### src/rtl/ptsb_pkg.sv
// Shared types and constants for the point-to-scan minimum-range binner.
// Used by the CORDIC cell, the divider and the top level; depends on nothing.
`timescale 1ns / 1ps
package ptsb_pkg;

  localparam int CORD_STEPS = 24;
  localparam int CORD_XW    = 44;
  localparam int CORD_ZW    = 34;
  localparam int DIV_NW     = 20;
  localparam int DIV_DW     = 18;

  localparam logic signed [CORD_ZW-1:0] PI_Q30 = 34'sd3373259426;
  localparam logic signed [19:0]        PI_Q16 = 20'sd205887;

  localparam logic [31:0] ATAN_Q30 [CORD_STEPS] = '{
    32'd843314857, 32'd497837829, 32'd263043837, 32'd133525159, 32'd67021687,
    32'd33543516, 32'd16775851, 32'd8388437, 32'd4194283, 32'd2097149,
    32'd1048576, 32'd524288, 32'd262144, 32'd131072, 32'd65536, 32'd32768,
    32'd16384, 32'd8192, 32'd4096, 32'd2048, 32'd1024, 32'd512, 32'd256,
    32'd128
  };

  localparam logic [2:0] CFG_MIN_HEIGHT    = 3'd0;
  localparam logic [2:0] CFG_MAX_HEIGHT    = 3'd1;
  localparam logic [2:0] CFG_RANGE_FLOOR   = 3'd2;
  localparam logic [2:0] CFG_RANGE_CEILING = 3'd3;
  localparam logic [2:0] CFG_ANGLE_START   = 3'd4;
  localparam logic [2:0] CFG_ANGLE_STOP    = 3'd5;
  localparam logic [2:0] CFG_ANGLE_STEP    = 3'd6;
  localparam logic [2:0] CFG_EMPTY_FILL    = 3'd7;

  localparam logic REQ_READ = 1'b1;

  typedef struct packed {
    logic              req_type;
    logic signed [23:0] point_x;
    logic signed [23:0] point_y;
    logic signed [23:0] point_z;
    logic              point_invalid;
    logic [8:0]        read_bin;
  } in_t;

  typedef struct packed {
    logic [8:0]  bin_number;
    logic [23:0] bin_range;
    logic        no_return;
  } res_t;

  typedef struct packed {
    logic                      vld;
    logic                      zero;
    logic signed [CORD_XW-1:0] x;
    logic signed [CORD_XW-1:0] y;
    logic signed [CORD_ZW-1:0] z;
  } cord_t;

  typedef enum logic [3:0] {
    ST_CLEAR, ST_IDLE, ST_RD, ST_MUL, ST_SUM, ST_SQRT, ST_CHK, ST_DIVL, ST_DIVI,
    ST_UPD
  } st_t;

endpackage

### src/rtl/ptsb_div.sv
// Restoring divider, one quotient bit per cycle, unsigned operands.
// Depends on ptsb_pkg for the operand widths.
`timescale 1ns / 1ps
module ptsb_div (
  input  logic                        clk,
  input  logic                        rst_n,
  input  logic                        go,
  input  logic [ptsb_pkg::DIV_NW-1:0] num,
  input  logic [ptsb_pkg::DIV_DW-1:0] den,
  output logic                        done,
  output logic [ptsb_pkg::DIV_NW-1:0] quo
);

  logic [ptsb_pkg::DIV_NW-1:0] nq_r;
  logic [ptsb_pkg::DIV_DW-1:0] rem_r, den_r;
  logic [4:0]                  cnt_r;
  logic                        run_r, done_r;
  logic [ptsb_pkg::DIV_DW:0]   trial;
  logic                        fits;

  assign trial = {rem_r, nq_r[ptsb_pkg::DIV_NW-1]};
  assign fits  = trial >= {1'b0, den_r};

  always_ff @(posedge clk) begin
    if (!rst_n) begin
      run_r  <= 1'b0;
      done_r <= 1'b0;
      cnt_r  <= '0;
    end else begin
      done_r <= 1'b0;
      if (go) begin
        run_r <= 1'b1;
        cnt_r <= 5'(ptsb_pkg::DIV_NW - 1);
      end else if (run_r) begin
        cnt_r <= cnt_r - 5'd1;
        if (cnt_r == 5'd0) begin
          run_r  <= 1'b0;
          done_r <= 1'b1;
        end
      end
    end
    if (go) begin
      nq_r  <= num;
      rem_r <= '0;
      den_r <= den;
    end else if (run_r) begin
      rem_r <= fits ? ptsb_pkg::DIV_DW'(trial - {1'b0, den_r})
                    : ptsb_pkg::DIV_DW'(trial);
      nq_r  <= {nq_r[ptsb_pkg::DIV_NW-2:0], fits};
    end
  end

  assign done = done_r;
  assign quo  = nq_r;

endmodule

### config.mk
export PLATFORM = sky130hd
export DESIGN_NAME = ptsb_div
export DESIGN_NICKNAME = d
export VERILOG_FILES = /design/src/rtl/ptsb_pkg.sv /design/src/rtl/ptsb_div.sv
export SDC_FILE = /design/constraint.sdc
export NUM_CORES = 1
export LEC_CHECK = 0
export BUFFER_PORTS_ARGS = -buffer_cell sky130_fd_sc_hd__buf_2
export CAP_MARGIN = 25
export CORE_UTILIZATION = 40
export CTS_CLUSTER_SIZE = 12
export DETAILED_ROUTE_END_ITERATION = 7
export PLACE_DENSITY_LB_ADDON = 0.25
export SLEW_MARGIN = 20
export SYNTH_ARGS = -nofsm -noshare
export SYNTH_HDL_FRONTEND = slang
export SYNTH_SLANG_ARGS = --single-unit
### constraint.sdc
create_clock -name clk -period 2.27 [get_ports clk]
set_input_delay 0.3405 -clock clk [delete_from_list [all_inputs] [get_ports clk]]
set_output_delay 0.3405 -clock clk [all_outputs]
set_load 0.02 [all_outputs]
==> reports/results.ini <==
[placement]
place_congestion=0.861
placed_cells=560
hpwl_mm=6.41
pre_cts_ws_ps=-53.1
dpl_cell_area_mm2=0.00438
io_buffer_count=61

[sta]
layout_setup_ws_ps=-31.6
finalCriticalPeriod_ps=2300
drv_slew=0
fmax_mhz=434
finalSetupViolations=1
whs_ps=152
hold_violations=0
tightestPinTransition_ps=782
fin_crit_sh_pct=101
skew_ps=11.7
relSlewSlack_pct=47.8
rsz0062_at_grt=true

[floorplan]
start_util_pct=41.5
die_w_um=97.1
die_area_mm2=0.00943
die_y_um=97.1
core-area_mm2=0.00872
rows=34
boundaryPins=62

[synth]
synth_top_cell_area_share_pct=31.5
yosys.cell_types.count=57
synth-async-reset-ratio_pct=0
syn-num-nets=420
synth-seq-area-share_pct=45.4
synthTopCellsByArea=edfxtp_1, dfxtp_1, ha_1
ys_seq_elements=63
synth_top_area_cell=edfxtp_1
syn_area_mm2=0.00362
synthFlopType=edfxtp_1
synth_warnings=0
synth_edf_count=38
syn_avg_cell_area_um2=10.1
syn_inst=358

[route]
vias=3100
drc=0
first_iter_violations=130
routedWlPerCell_um=15.5
dr.pass1.iters=4
routed_wirelength_mm=8.95
via_per_inst=5.35
postRouteAntennaNets=0

[outcome]
status=complete, but fails checks
violations=setup timing

[setup_path]
cp_top_family=compound AO/OA/AOI/OAI gates
arrival_ps=2530
ff2ff_setup_slack_ps=-30
critPathLaunchType=register
crit_chain=inv_2 > ha_4 > inv_2 > fa_2 > a211oi_4 > o21ai_4 > a41o_1 > o41a_1 > o2111ai_2 > o211ai_1
path_common_cell=inv_2
cp-end-kind=register
reg2reg_from=quo[19]
reg2reg_depth=10
cp_max_fo=4
crit_slowest_cell=edfxtp_1
critical-path-max-stage-delay_ps=400
r2r_end=rem_r[14]
cp_num_buf_inv=2
required_ps=2500
startpoint=quo[19]
crit_type=register to register

[clock_network]
cts_made_buffers=9
path_clk_slew_ps=80
htreeDepth=3
postCtsHoldBufs=0
ctsRootBufferMaster=clkbuf_8
cts_buffer_depth=2
insertion_delay_ps=360
cts_tree=done
cts_sinks=63

[cells_and_area]
num_antenna_cells=0
layout-drive-gt1-share_pct=41.0
stdcell_area_mm2=0.00487
fill_cells=778
finalNonFillerCells=579
final_nets=528
area.growth.synth_to_final_pct=34.8

[min_path]
min_from=den[13]
hold_path.class=input port to register
min_path_cells=1
whs_endpoint=den_r[13]

[power]
p_per_area_mw_per_mm2=606
total_leakage_power_nw=1.99
total_power_mw=2.95
ir_worst_vdd_mv=0.418

[global_routing]
grt_pass1_vias=3117
antenna_found_initial=0
grt_first_pass_wirelength_mm=14.4
grt_start_max_net_pins=41
overflow=0
grtUsageTotal_pct=19.3

[run]
max_cap_viol_count=0

[registers in the layout (all words and copies together), names as in the netlist]
register / count
rem_r: 18
run_r: 1
den_r: 18
done: 1
cnt_r: 5
quo: 20
[final cells by class]
cell class | instances | area [um^2] | area share [%]
timing repair buffer | 116 | 758 | 15.6
tap | 108 | 135 | 2.77
clock buffer | 10 | 128 | 2.62
clock inverter | 6 | 68.8 | 1.41
sequential | 63 | 1640 | 33.7
multi-input combinational | 252 | 2050 | 42.1
inverter | 24 | 90.1 | 1.85
[cells in the final DEF (no fill, tap or decap), drive strengths merged, types with 2 or more instances in the layout]
master,instances
edfxtp,38
inv,25
buf,116
or3,7
nand2b,4
nand2,41
o2111ai,2
o31a,6
a21oi,22
nor3,3
xnor2,10
clkbuf,10
nor4,4
a211oi,3
ha,20
a41oi,2
mux2,20
dfxtp,25
nor2,28
nand3,3
a21o,4
o311a,2
clkinv,3
mux2i,2
o21bai,2
o211ai,16
o31ai,5
a32o,2
o21ai,14
xor2,5
a211o,3
nand4,4
[repair_timing]
action                                  in CTS  in global routing
cloned                                       1                  0
setup buffers                                0                  2
endpoints found under the hold margin        0                  0
pin swaps                                    3                 18
endpoints found under the setup margin       8                 18
resized for setup                            6                 44
[cells by family after synthesis]
kind of cell	after synthesis	share of synthesized area [%]
AND/OR/NAND/NOR	102	13.0
AO/OA/AOI/OAI	92	18.4
flip-flops	63	45.4
buffers and inverters	43	5.26
multiplexers	22	6.78
adder cells (fa/ha/maj)	21	7.47
XOR/XNOR	15	3.63
[power by group]
group | switching (mW) | internal [mW] | total (mW) | leakage, nW
clock | 0.482 | 0.513 | 0.994 | 0.0968
combinational | 0.336 | 0.277 | 0.613 | 1.31
sequential | 0.0396 | 1.31 | 1.35 | 0.581
total | 0.857 | 2.10 | 2.95 | 1.99
[cells in the mapped netlist (3+ instances only)]
| master | n |
|---|---|
| o31a_1 | 6 |
| nor2_1 | 28 |
| buf_2 | 8 |
| edfxtp_1 | 38 |
| nand2_1 | 41 |
| nand3_1 | 3 |
| a211o_1 | 3 |
| inv_1 | 24 |
| nor3_1 | 3 |
| nand2b_1 | 4 |
| xnor2_1 | 10 |
| nor4_1 | 4 |
| a21oi_1 | 20 |
| o211ai_1 | 16 |
| dfxtp_1 | 25 |
| buf_1 | 4 |
| mux2_2 | 20 |
| o21ai_0 | 13 |
| buf_4 | 3 |
| ha_1 | 20 |
| a211oi_1 | 3 |
| clkbuf_1 | 3 |
| a21o_1 | 4 |
| xor2_1 | 5 |
| nand4_1 | 4 |
| or3_1 | 6 |
| o31ai_1 | 4 |
[metrics by stage]
stage          setup TNS [ps]  utilization [%]
2_1_floorplan           -28.1                -
3_3_place_gp            -89.3             50.3
3_5_place_dp             -190             50.3
4_1_cts                 -27.6             52.9
5_1_grt                  -888             55.9
6_report                -31.6             55.9
[routing by layer]
layer	GRT usage [%]	routed length [um]
met1	23.8	4070
met5	0	0
met3	5.90	582
met4	9.87	284
met2	30.4	4010
[worst max path at each step]
stage                           end  slack (ps)  cells after the start
after global placement     rem_r[0]         -30                      9
after floorplan              quo[0]         -10                      9
final                     rem_r[14]         -30                     10
after detailed placement   rem_r[0]         -50                      9
after global routing      rem_r[14]        -160                     10
after CTS                 rem_r[14]         -20                     10
Note: power is estimated with default switching activity, not from simulation.
