### config.mk
export PLATFORM = sky130hd
export DESIGN_NAME = ptsb_cordic_cell
export DESIGN_NICKNAME = d
export VERILOG_FILES = /design/src/rtl/ptsb_pkg.sv /design/src/rtl/ptsb_cordic_cell.sv
export SDC_FILE = /design/constraint.sdc
export NUM_CORES = 1
export LEC_CHECK = 0
export BUFFER_PORTS_ARGS = -buffer_cell sky130_fd_sc_hd__buf_2
export CAP_MARGIN = 20
export CORE_MARGIN = 1.5
export CORE_UTILIZATION = 40
export CTS_CLUSTER_DIAMETER = 60
export CTS_CLUSTER_SIZE = 25
export DETAILED_ROUTE_END_ITERATION = 6
export GPL_ROUTABILITY_DRIVEN = 0
export PLACE_DENSITY = 0.68
export SLEW_MARGIN = 15
export SYNTH_ARGS = -nofsm -noshare
export SYNTH_HDL_FRONTEND = slang
export SYNTH_SLANG_ARGS = --single-unit
### constraint.sdc
create_clock -name clk -period 6.4 [get_ports clk]
set_input_delay 0.96 -clock clk [delete_from_list [all_inputs] [get_ports clk]]
set_output_delay 0.96 -clock clk [all_outputs]
set_load 0.03 [all_outputs]
### src/rtl/ptsb_pkg.sv
// Shared types and constants for the point-to-scan minimum-range binner.
// Used by the CORDIC cell, the divider and the top level; depends on nothing.
`timescale 1ns / 1ps
package ptsb_pkg;

  localparam int CORD_STEPS = 24;
  localparam int CORD_XW    = 44;
  localparam int CORD_ZW    = 34;
  localparam int DIV_NW     = 20;
  localparam int DIV_DW     = 18;

  localparam logic signed [CORD_ZW-1:0] PI_Q30 = 34'sd3373259426;
  localparam logic signed [19:0]        PI_Q16 = 20'sd205887;

  localparam logic [31:0] ATAN_Q30 [CORD_STEPS] = '{
    32'd843314857, 32'd497837829, 32'd263043837, 32'd133525159, 32'd67021687,
    32'd33543516, 32'd16775851, 32'd8388437, 32'd4194283, 32'd2097149,
    32'd1048576, 32'd524288, 32'd262144, 32'd131072, 32'd65536, 32'd32768,
    32'd16384, 32'd8192, 32'd4096, 32'd2048, 32'd1024, 32'd512, 32'd256,
    32'd128
  };

  localparam logic [2:0] CFG_MIN_HEIGHT    = 3'd0;
  localparam logic [2:0] CFG_MAX_HEIGHT    = 3'd1;
  localparam logic [2:0] CFG_RANGE_FLOOR   = 3'd2;
  localparam logic [2:0] CFG_RANGE_CEILING = 3'd3;
  localparam logic [2:0] CFG_ANGLE_START   = 3'd4;
  localparam logic [2:0] CFG_ANGLE_STOP    = 3'd5;
  localparam logic [2:0] CFG_ANGLE_STEP    = 3'd6;
  localparam logic [2:0] CFG_EMPTY_FILL    = 3'd7;

  localparam logic REQ_READ = 1'b1;

  typedef struct packed {
    logic              req_type;
    logic signed [23:0] point_x;
    logic signed [23:0] point_y;
    logic signed [23:0] point_z;
    logic              point_invalid;
    logic [8:0]        read_bin;
  } in_t;

  typedef struct packed {
    logic [8:0]  bin_number;
    logic [23:0] bin_range;
    logic        no_return;
  } res_t;

  typedef struct packed {
    logic                      vld;
    logic                      zero;
    logic signed [CORD_XW-1:0] x;
    logic signed [CORD_XW-1:0] y;
    logic signed [CORD_ZW-1:0] z;
  } cord_t;

  typedef enum logic [3:0] {
    ST_CLEAR, ST_IDLE, ST_RD, ST_MUL, ST_SUM, ST_SQRT, ST_CHK, ST_DIVL, ST_DIVI,
    ST_UPD
  } st_t;

endpackage

### src/rtl/ptsb_cordic_cell.sv
// One vectoring CORDIC micro-rotation, registered; cells chain into a pipeline.
// Depends on ptsb_pkg for the cell record type and the arctangent table.
`timescale 1ns / 1ps
module ptsb_cordic_cell #(
  parameter int STEP = 0
) (
  input  logic           clk,
  input  logic           rst_n,
  input  ptsb_pkg::cord_t cell_in,
  output ptsb_pkg::cord_t cell_out
);

  ptsb_pkg::cord_t cell_r, cell_nxt;
  logic signed [ptsb_pkg::CORD_ZW-1:0] atan_c;

  assign atan_c = ptsb_pkg::CORD_ZW'(ptsb_pkg::ATAN_Q30[STEP]);

  always_comb begin
    cell_nxt = cell_in;
    if (cell_in.y > 0) begin
      cell_nxt.x = cell_in.x + (cell_in.y >>> STEP);
      cell_nxt.y = cell_in.y - (cell_in.x >>> STEP);
      cell_nxt.z = cell_in.z + atan_c;
    end else begin
      cell_nxt.x = cell_in.x - (cell_in.y >>> STEP);
      cell_nxt.y = cell_in.y + (cell_in.x >>> STEP);
      cell_nxt.z = cell_in.z - atan_c;
    end
  end

  always_ff @(posedge clk) begin
    if (!rst_n) begin
      cell_r.vld <= 1'b0;
    end else begin
      cell_r.vld <= cell_in.vld;
    end
    cell_r.zero <= cell_nxt.zero;
    cell_r.x    <= cell_nxt.x;
    cell_r.y    <= cell_nxt.y;
    cell_r.z    <= cell_nxt.z;
  end

  assign cell_out = cell_r;

endmodule

==> impl_metrics.toml, run 1 <==
[detailed_routing]
vias = 12730
via_per_inst = 5.757
wl_per_cell_um = 18.35
drc_errors = 0
drtIter0Drc = 1395
antenna_left = 0
wl_um = 40590
drt_first_pass_iters = 6

[global_routing]
grt_usage_pct = 25.66
grt_max_degree = 72
grt.overflow.total = 0
antenna_found_initial = 3
grt_pass1_vias = 11720
grt_pass1_wl_um = 62580

[finish]
nets = 2098
syn_to_final_growth_pct = 17.74
layout-drive-gt1-share_pct = 17.36
largest_reg_flops = 123

[critical_path]
path_class = "in2reg"
end_kind = "flip-flop"
critPathLaunchType = "primary input"
crit_arrival_ns = 5.52
path_max_fanout = 14
critPathRequiredTime_ns = 6.76

[yosys]
ys_top_cells_by_area = "dfxtp_1, ha_1, a21oi_1"
synth_cells = 1598
ys_ff_latch = 123
synthFlopType = "dfxtp_1"
synthesis.area_um2 = 12000
synth_nets = 1889
yosysTopAreaCell = "dfxtp_1"
async_reset_ff_share_pct = 0
synth_edf_count = 0
ys_seq_area_share_pct = 20.52
ys_types = 72
synth_top_area_share_pct = 20.52
ys_warn_count = 0
avgSynthCellArea_um2 = 7.508

[sta]
drv_slew = 0
final.setup.tns_ns = 0
relSlewSlack_pct = 43.69
final-hold-violation-count = 0
max_freq_mhz = 193.6
worst_slack_ns = 1.234
tightest_slew_ns = 0.8338
fin_crit_ns = 5.166
rsz0062_at_grt = "false"
fin_hold_ws_ns = 0.6306
setup_violations = 0
fin_crit_sh_pct = 80.72

[floorplan]
die_x_um = 176.2
pin_count = 250
die_area_um2 = 31040
num_rows = 63
initial_core_util_pct = 40.59
fp.dieH_um = 176.2
core_area_um2 = 29560

[cts]
post_cts_buffers = 0
tritoncts = "built"
cts_resized = 0
numCtsBuffers = 17
cts_hold_buf = 0
clkTransAtPathRegs_ns = 0.05
clkSinkCount = 123
clockBufferDepth = 2
root_buffer = "clkbuf_16"
h-tree-depth = 4

[pwr]
peakVddDrop_mv = 0.1728
p_per_area_nw_per_um2 = 258.9
leakagePower_nw = 6.640
power.total_mw = 3.657

[min_path]
hold_class = "in2reg"
worstHoldStart = "cell_in[122]"
min_to = "cell_out[122]"
min_delay_path_depth = 1

[outcome]
status = "completed"

[placement]
post-dp-hpwl_um = 32260
port_buffers = 249
dp_slack_ns = 0.8392

[flow_run]
maxCapViolations = 0
==> per-stage QoR <==
step	utilization (%)	instances	cell area, µm²
after floorplan	-	1598	12000
after global placement	45.70	2178	13510
after detailed placement	45.70	2178	13510
after CTS	47.77	2210	14120
after global routing	47.78	2211	14120
final	47.79	2212	14130
==> synthesized netlist by cell type (all sizes together), types with 30 or more instances <==
cell type and n:
a21oi 210, ha 161, nor2 143, inv 139
o21ai 136, dfxtp 123, xnor2 89, nand2 85
a21o 45, clkbuf 43, o21bai 39, nand3 30
==> how the worst max path moves through the flow <==
| stage | cells past startpoint | slack (ns) | endpoint | startpoint |
|---|---|---|---|---|
| after floorplan | 17 | 1.45 | cell_out[32] | cell_in[49] |
| after global routing | 18 | 0.87 | cell_out[33] | cell_in[43] |
| after detailed placement | 18 | 0.84 | cell_out[33] | cell_in[43] |
| final | 17 | 1.23 | cell_out[30] | cell_in[61] |
| after global placement | 18 | 0.87 | cell_out[33] | cell_in[43] |
| after CTS | 18 | 1.30 | cell_out[33] | cell_in[43] |
==> metal layers <==
| metal | track usage [%] | vias up | share of wire, % |
|---|---|---|---|
| met5 | 0 | - | 0.025 |
| met4 | 10.29 | 2 | 3.5 |
| met3 | 4.888 | 105 | 9.3 |
| met2 | 40.42 | 703 | 44 |
| met1 | 34.35 | 5827 | 43 |
| li1 | - | 6097 | - |
==> logic make-up after synthesis <==
family,Yosys count,synth area share (%)
compound gates,580,30.26
xor+xnor,116,8.468
fa+ha+maj,165,17.46
buf+inv,211,6.810
flops,123,20.52
mux,12,1.001
simple gates,391,15.48
==> cell type report <==
type	count	area, µm²
Timing Repair Buffer	254	1284
Multi-Input combinational cell	1264	8721
Antenna cell	2	5.005
Inverter	147	553.0
Fill cell	2979	15430
Clock inverter	11	142.6
Tap cell	390	488.0
Sequential cell	123	2462
Clock buffer	21	470.5
==> placed cells by master, fill, tap and decap left out, types with 11 or more instances in the layout <==
| cell | n |
|---|---|
| a211oi_1 | 26 |
| a21boi_0 | 11 |
| a21o_1 | 45 |
| a21oi_1 | 210 |
| buf_2 | 249 |
| clkbuf_16 | 17 |
| dfxtp_1 | 123 |
| ha_1 | 161 |
| inv_1 | 139 |
| mux2i_1 | 12 |
| nand2_1 | 85 |
| nand2b_1 | 11 |
| nand3_1 | 30 |
| nand4_1 | 18 |
| nor2_1 | 143 |
| nor2b_1 | 16 |
| nor3_1 | 24 |
| nor4_1 | 22 |
| o21a_1 | 14 |
| o21ai_0 | 131 |
| o21bai_1 | 39 |
| o31ai_1 | 12 |
| xnor2_1 | 89 |
| xor2_1 | 27 |
==> power by group <==
group / switching [mW] / internal [mW]
Clock: 0.390 / 0.641
Sequential: 0.0477 / 0.949
Combinational: 1.11 / 0.522
==> critical path, stage by stage <==
cell and delay (ns):
buf_2 0.12, nor4_1 0.53, nand3_1 0.27, nor3_1 0.34, or2_4 0.32, clkinv_2 0.20
ha_1 0.46, and4_1 0.28, nand3_1 0.11, a211oi_2 0.24, o221ai_1 0.20, a21oi_1 0.29
o41ai_2 0.14, o31ai_1 0.52, nor4_1 0.11, nor3_1 0.25, xor2_1 0.17
Power figures use the tool's default switching activity.
==> run 2: changes to the inputs <==
==> constraint.sdc (replaced) <==
create_clock -name clk -period 4.8 [get_ports clk]
set_input_delay 0.72 -clock clk [delete_from_list [all_inputs] [get_ports clk]]
set_output_delay 0.72 -clock clk [all_outputs]
set_load 0.03 [all_outputs]
==> run 2 against run 1 <==
First-iteration DRC count increased by 14%. Routed wire length increased by 3.0%. Sequential share of layout area decreased by 0.43 points. Worst setup slack got worse by 0.95 ns. Cell count increased by 2.1%.
==> impl_metrics.toml, run 2 (same netlist as run 1, synthesis figures left out) <==
[outcome]
status = "completed"

[critical_path]
critPathLaunchType = "primary input"
crit_arrival_ns = 4.87
path_max_fanout = 8
end_kind = "flip-flop"
critPathRequiredTime_ns = 5.16
timing.critical_path.from = "cell_in[45]"
path_class = "in2reg"

[sta]
final.setup.tns_ns = 0
rsz0062_at_grt = "false"
max_freq_mhz = 221.7
fin_crit_sh_pct = 93.99
relSlewSlack_pct = 35.14
drv_slew = 0
setup_violations = 0
fin_crit_ns = 4.511
final-hold-violation-count = 0
tightest_slew_ns = 0.9729

[finish]
layout-drive-gt1-share_pct = 19.48
num-fill-cells = 2969
stdcell_area_um2 = 14480
final_core_util_pct = 48.99
nets = 2148
syn_to_final_growth_pct = 20.70
largest_reg_flops = 123
mostFrequentLayoutCells = "buf_2, a21oi_1, ha_1"
diodes = 0
final_common_cell = "buf_2"

[detailed_routing]
antenna_left = 0
wl_um = 41800
drtIter0Drc = 1597
drc_errors = 0
vias = 13090
drt_first_pass_iters = 7
via_per_inst = 5.794
wl_per_cell_um = 18.51

[floorplan]
fp.dieH_um = 176.2
initial_core_util_pct = 40.59
core_area_um2 = 29560
die_area_um2 = 31040
num_rows = 63
pin_count = 250
die_x_um = 176.2

[global_routing]
grt.overflow.total = 0
grt_pass1_vias = 12140
grt_usage_pct = 26.17
antenna_found_initial = 2
grt_pass1_wl_um = 63950
grt_max_degree = 88

[cts]
clkSinkCount = 123
post_cts_buffers = 0
clockBufferDepth = 2
h-tree-depth = 4
tritoncts = "built"
cts_hold_buf = 0
root_buffer = "clkbuf_16"
numCtsBuffers = 17
clkTransAtPathRegs_ns = 0.05

[min_path]
worstHoldStart = "cell_in[122]"
min_to = "cell_out[122]"
hold_class = "in2reg"
min_delay_path_depth = 1

[placement]
port_buffers = 249
post-dp-hpwl_um = 33280
dpl-instance-area_um2 = 13880

[flow_run]
maxCapViolations = 0

[pwr]
leakagePower_nw = 6.885
power.total_mw = 4.902
peakVddDrop_mv = 0.2026
p_per_area_nw_per_um2 = 338.5
## run 2: cell types whose count changed in the layout (fill, tap and decap cells not counted)
cell,before,now
buf_4,5,55
clkbuf_1,1,4
clkbuf_8,3,2
clkinv_2,4,5
clkinvlp_4,5,1
diode_2,2,0
nor4_1,22,20
nor4_2,0,2
## run 2: layout make-up
type | instances | area, µm² | share of cell area, %
Clock buffer | 23 | 467.9 | 3.231
Clock inverter | 8 | 117.6 | 0.8122
Inverter | 147 | 553.0 | 3.819
Multi-Input combinational cell | 1264 | 8733 | 60.31
Sequential cell | 123 | 2462 | 17.00
Tap cell | 390 | 488.0 | 3.370
Timing Repair Buffer | 304 | 1659 | 11.46
## run 2: worst max path at each step
stage                              end  slack (ns)
after global placement    cell_out[32]       -0.03
final                     cell_out[32]        0.29
after CTS                 cell_out[32]        0.24
after floorplan           cell_out[32]        0.09
after detailed placement  cell_out[32]       -0.18
after global routing      cell_out[32]        0.04
## run 2: power by group
part	leakage, nW	switching [mW]	internal (mW)
registers	1.04	0.0667	1.27
logic	5.56	1.50	0.738
clock network	0.287	0.495	0.837
total	6.88	2.06	2.84
## run 2: metal layers
layer  GRT usage, %  part of all wire (%)  vias to the layer above
met5              0                 0.055                        -
met4          12.32                   4.4                        4
met3          4.931                   9.6                      136
met2          41.57                    44                      781
met1          34.09                    42                     5990
li1               -                     -                     6177
## run 2: what timing repair did
action,CTS,global route
setup endpoints to repair,0,2
hold endpoints to repair,0,0
gates resized for setup,0,2
## run 2: metrics by stage
stage                     worst slack, ns  std cells  hold WS (ns)
after CTS                          0.2361       2259        0.3760
after global placement           -0.02786       2228        0.8222
after global routing              0.03753       2259        0.3779
after floorplan                   0.08817       1598        0.7477
final                              0.2886       2259        0.3899
after detailed placement          -0.1840       2228        0.8292
## run 2: critical path, cell delays in order
cell      delay [ns]
buf_2           0.13
nor4_2          0.27
buf_4           0.17
nand4_1         0.20
buf_4           0.21
nor3_1          0.27
or2_4           0.20
clkinv_2        0.15
ha_1            0.34
or2_2           0.28
a21oi_1         0.15
a21oi_1         0.07
o221ai_1        0.22
a21oi_1         0.15
o41ai_2         0.42
o31ai_1         0.14
buf_4           0.16
o21a_1          0.16
a221oi_1        0.30
xnor2_1         0.15
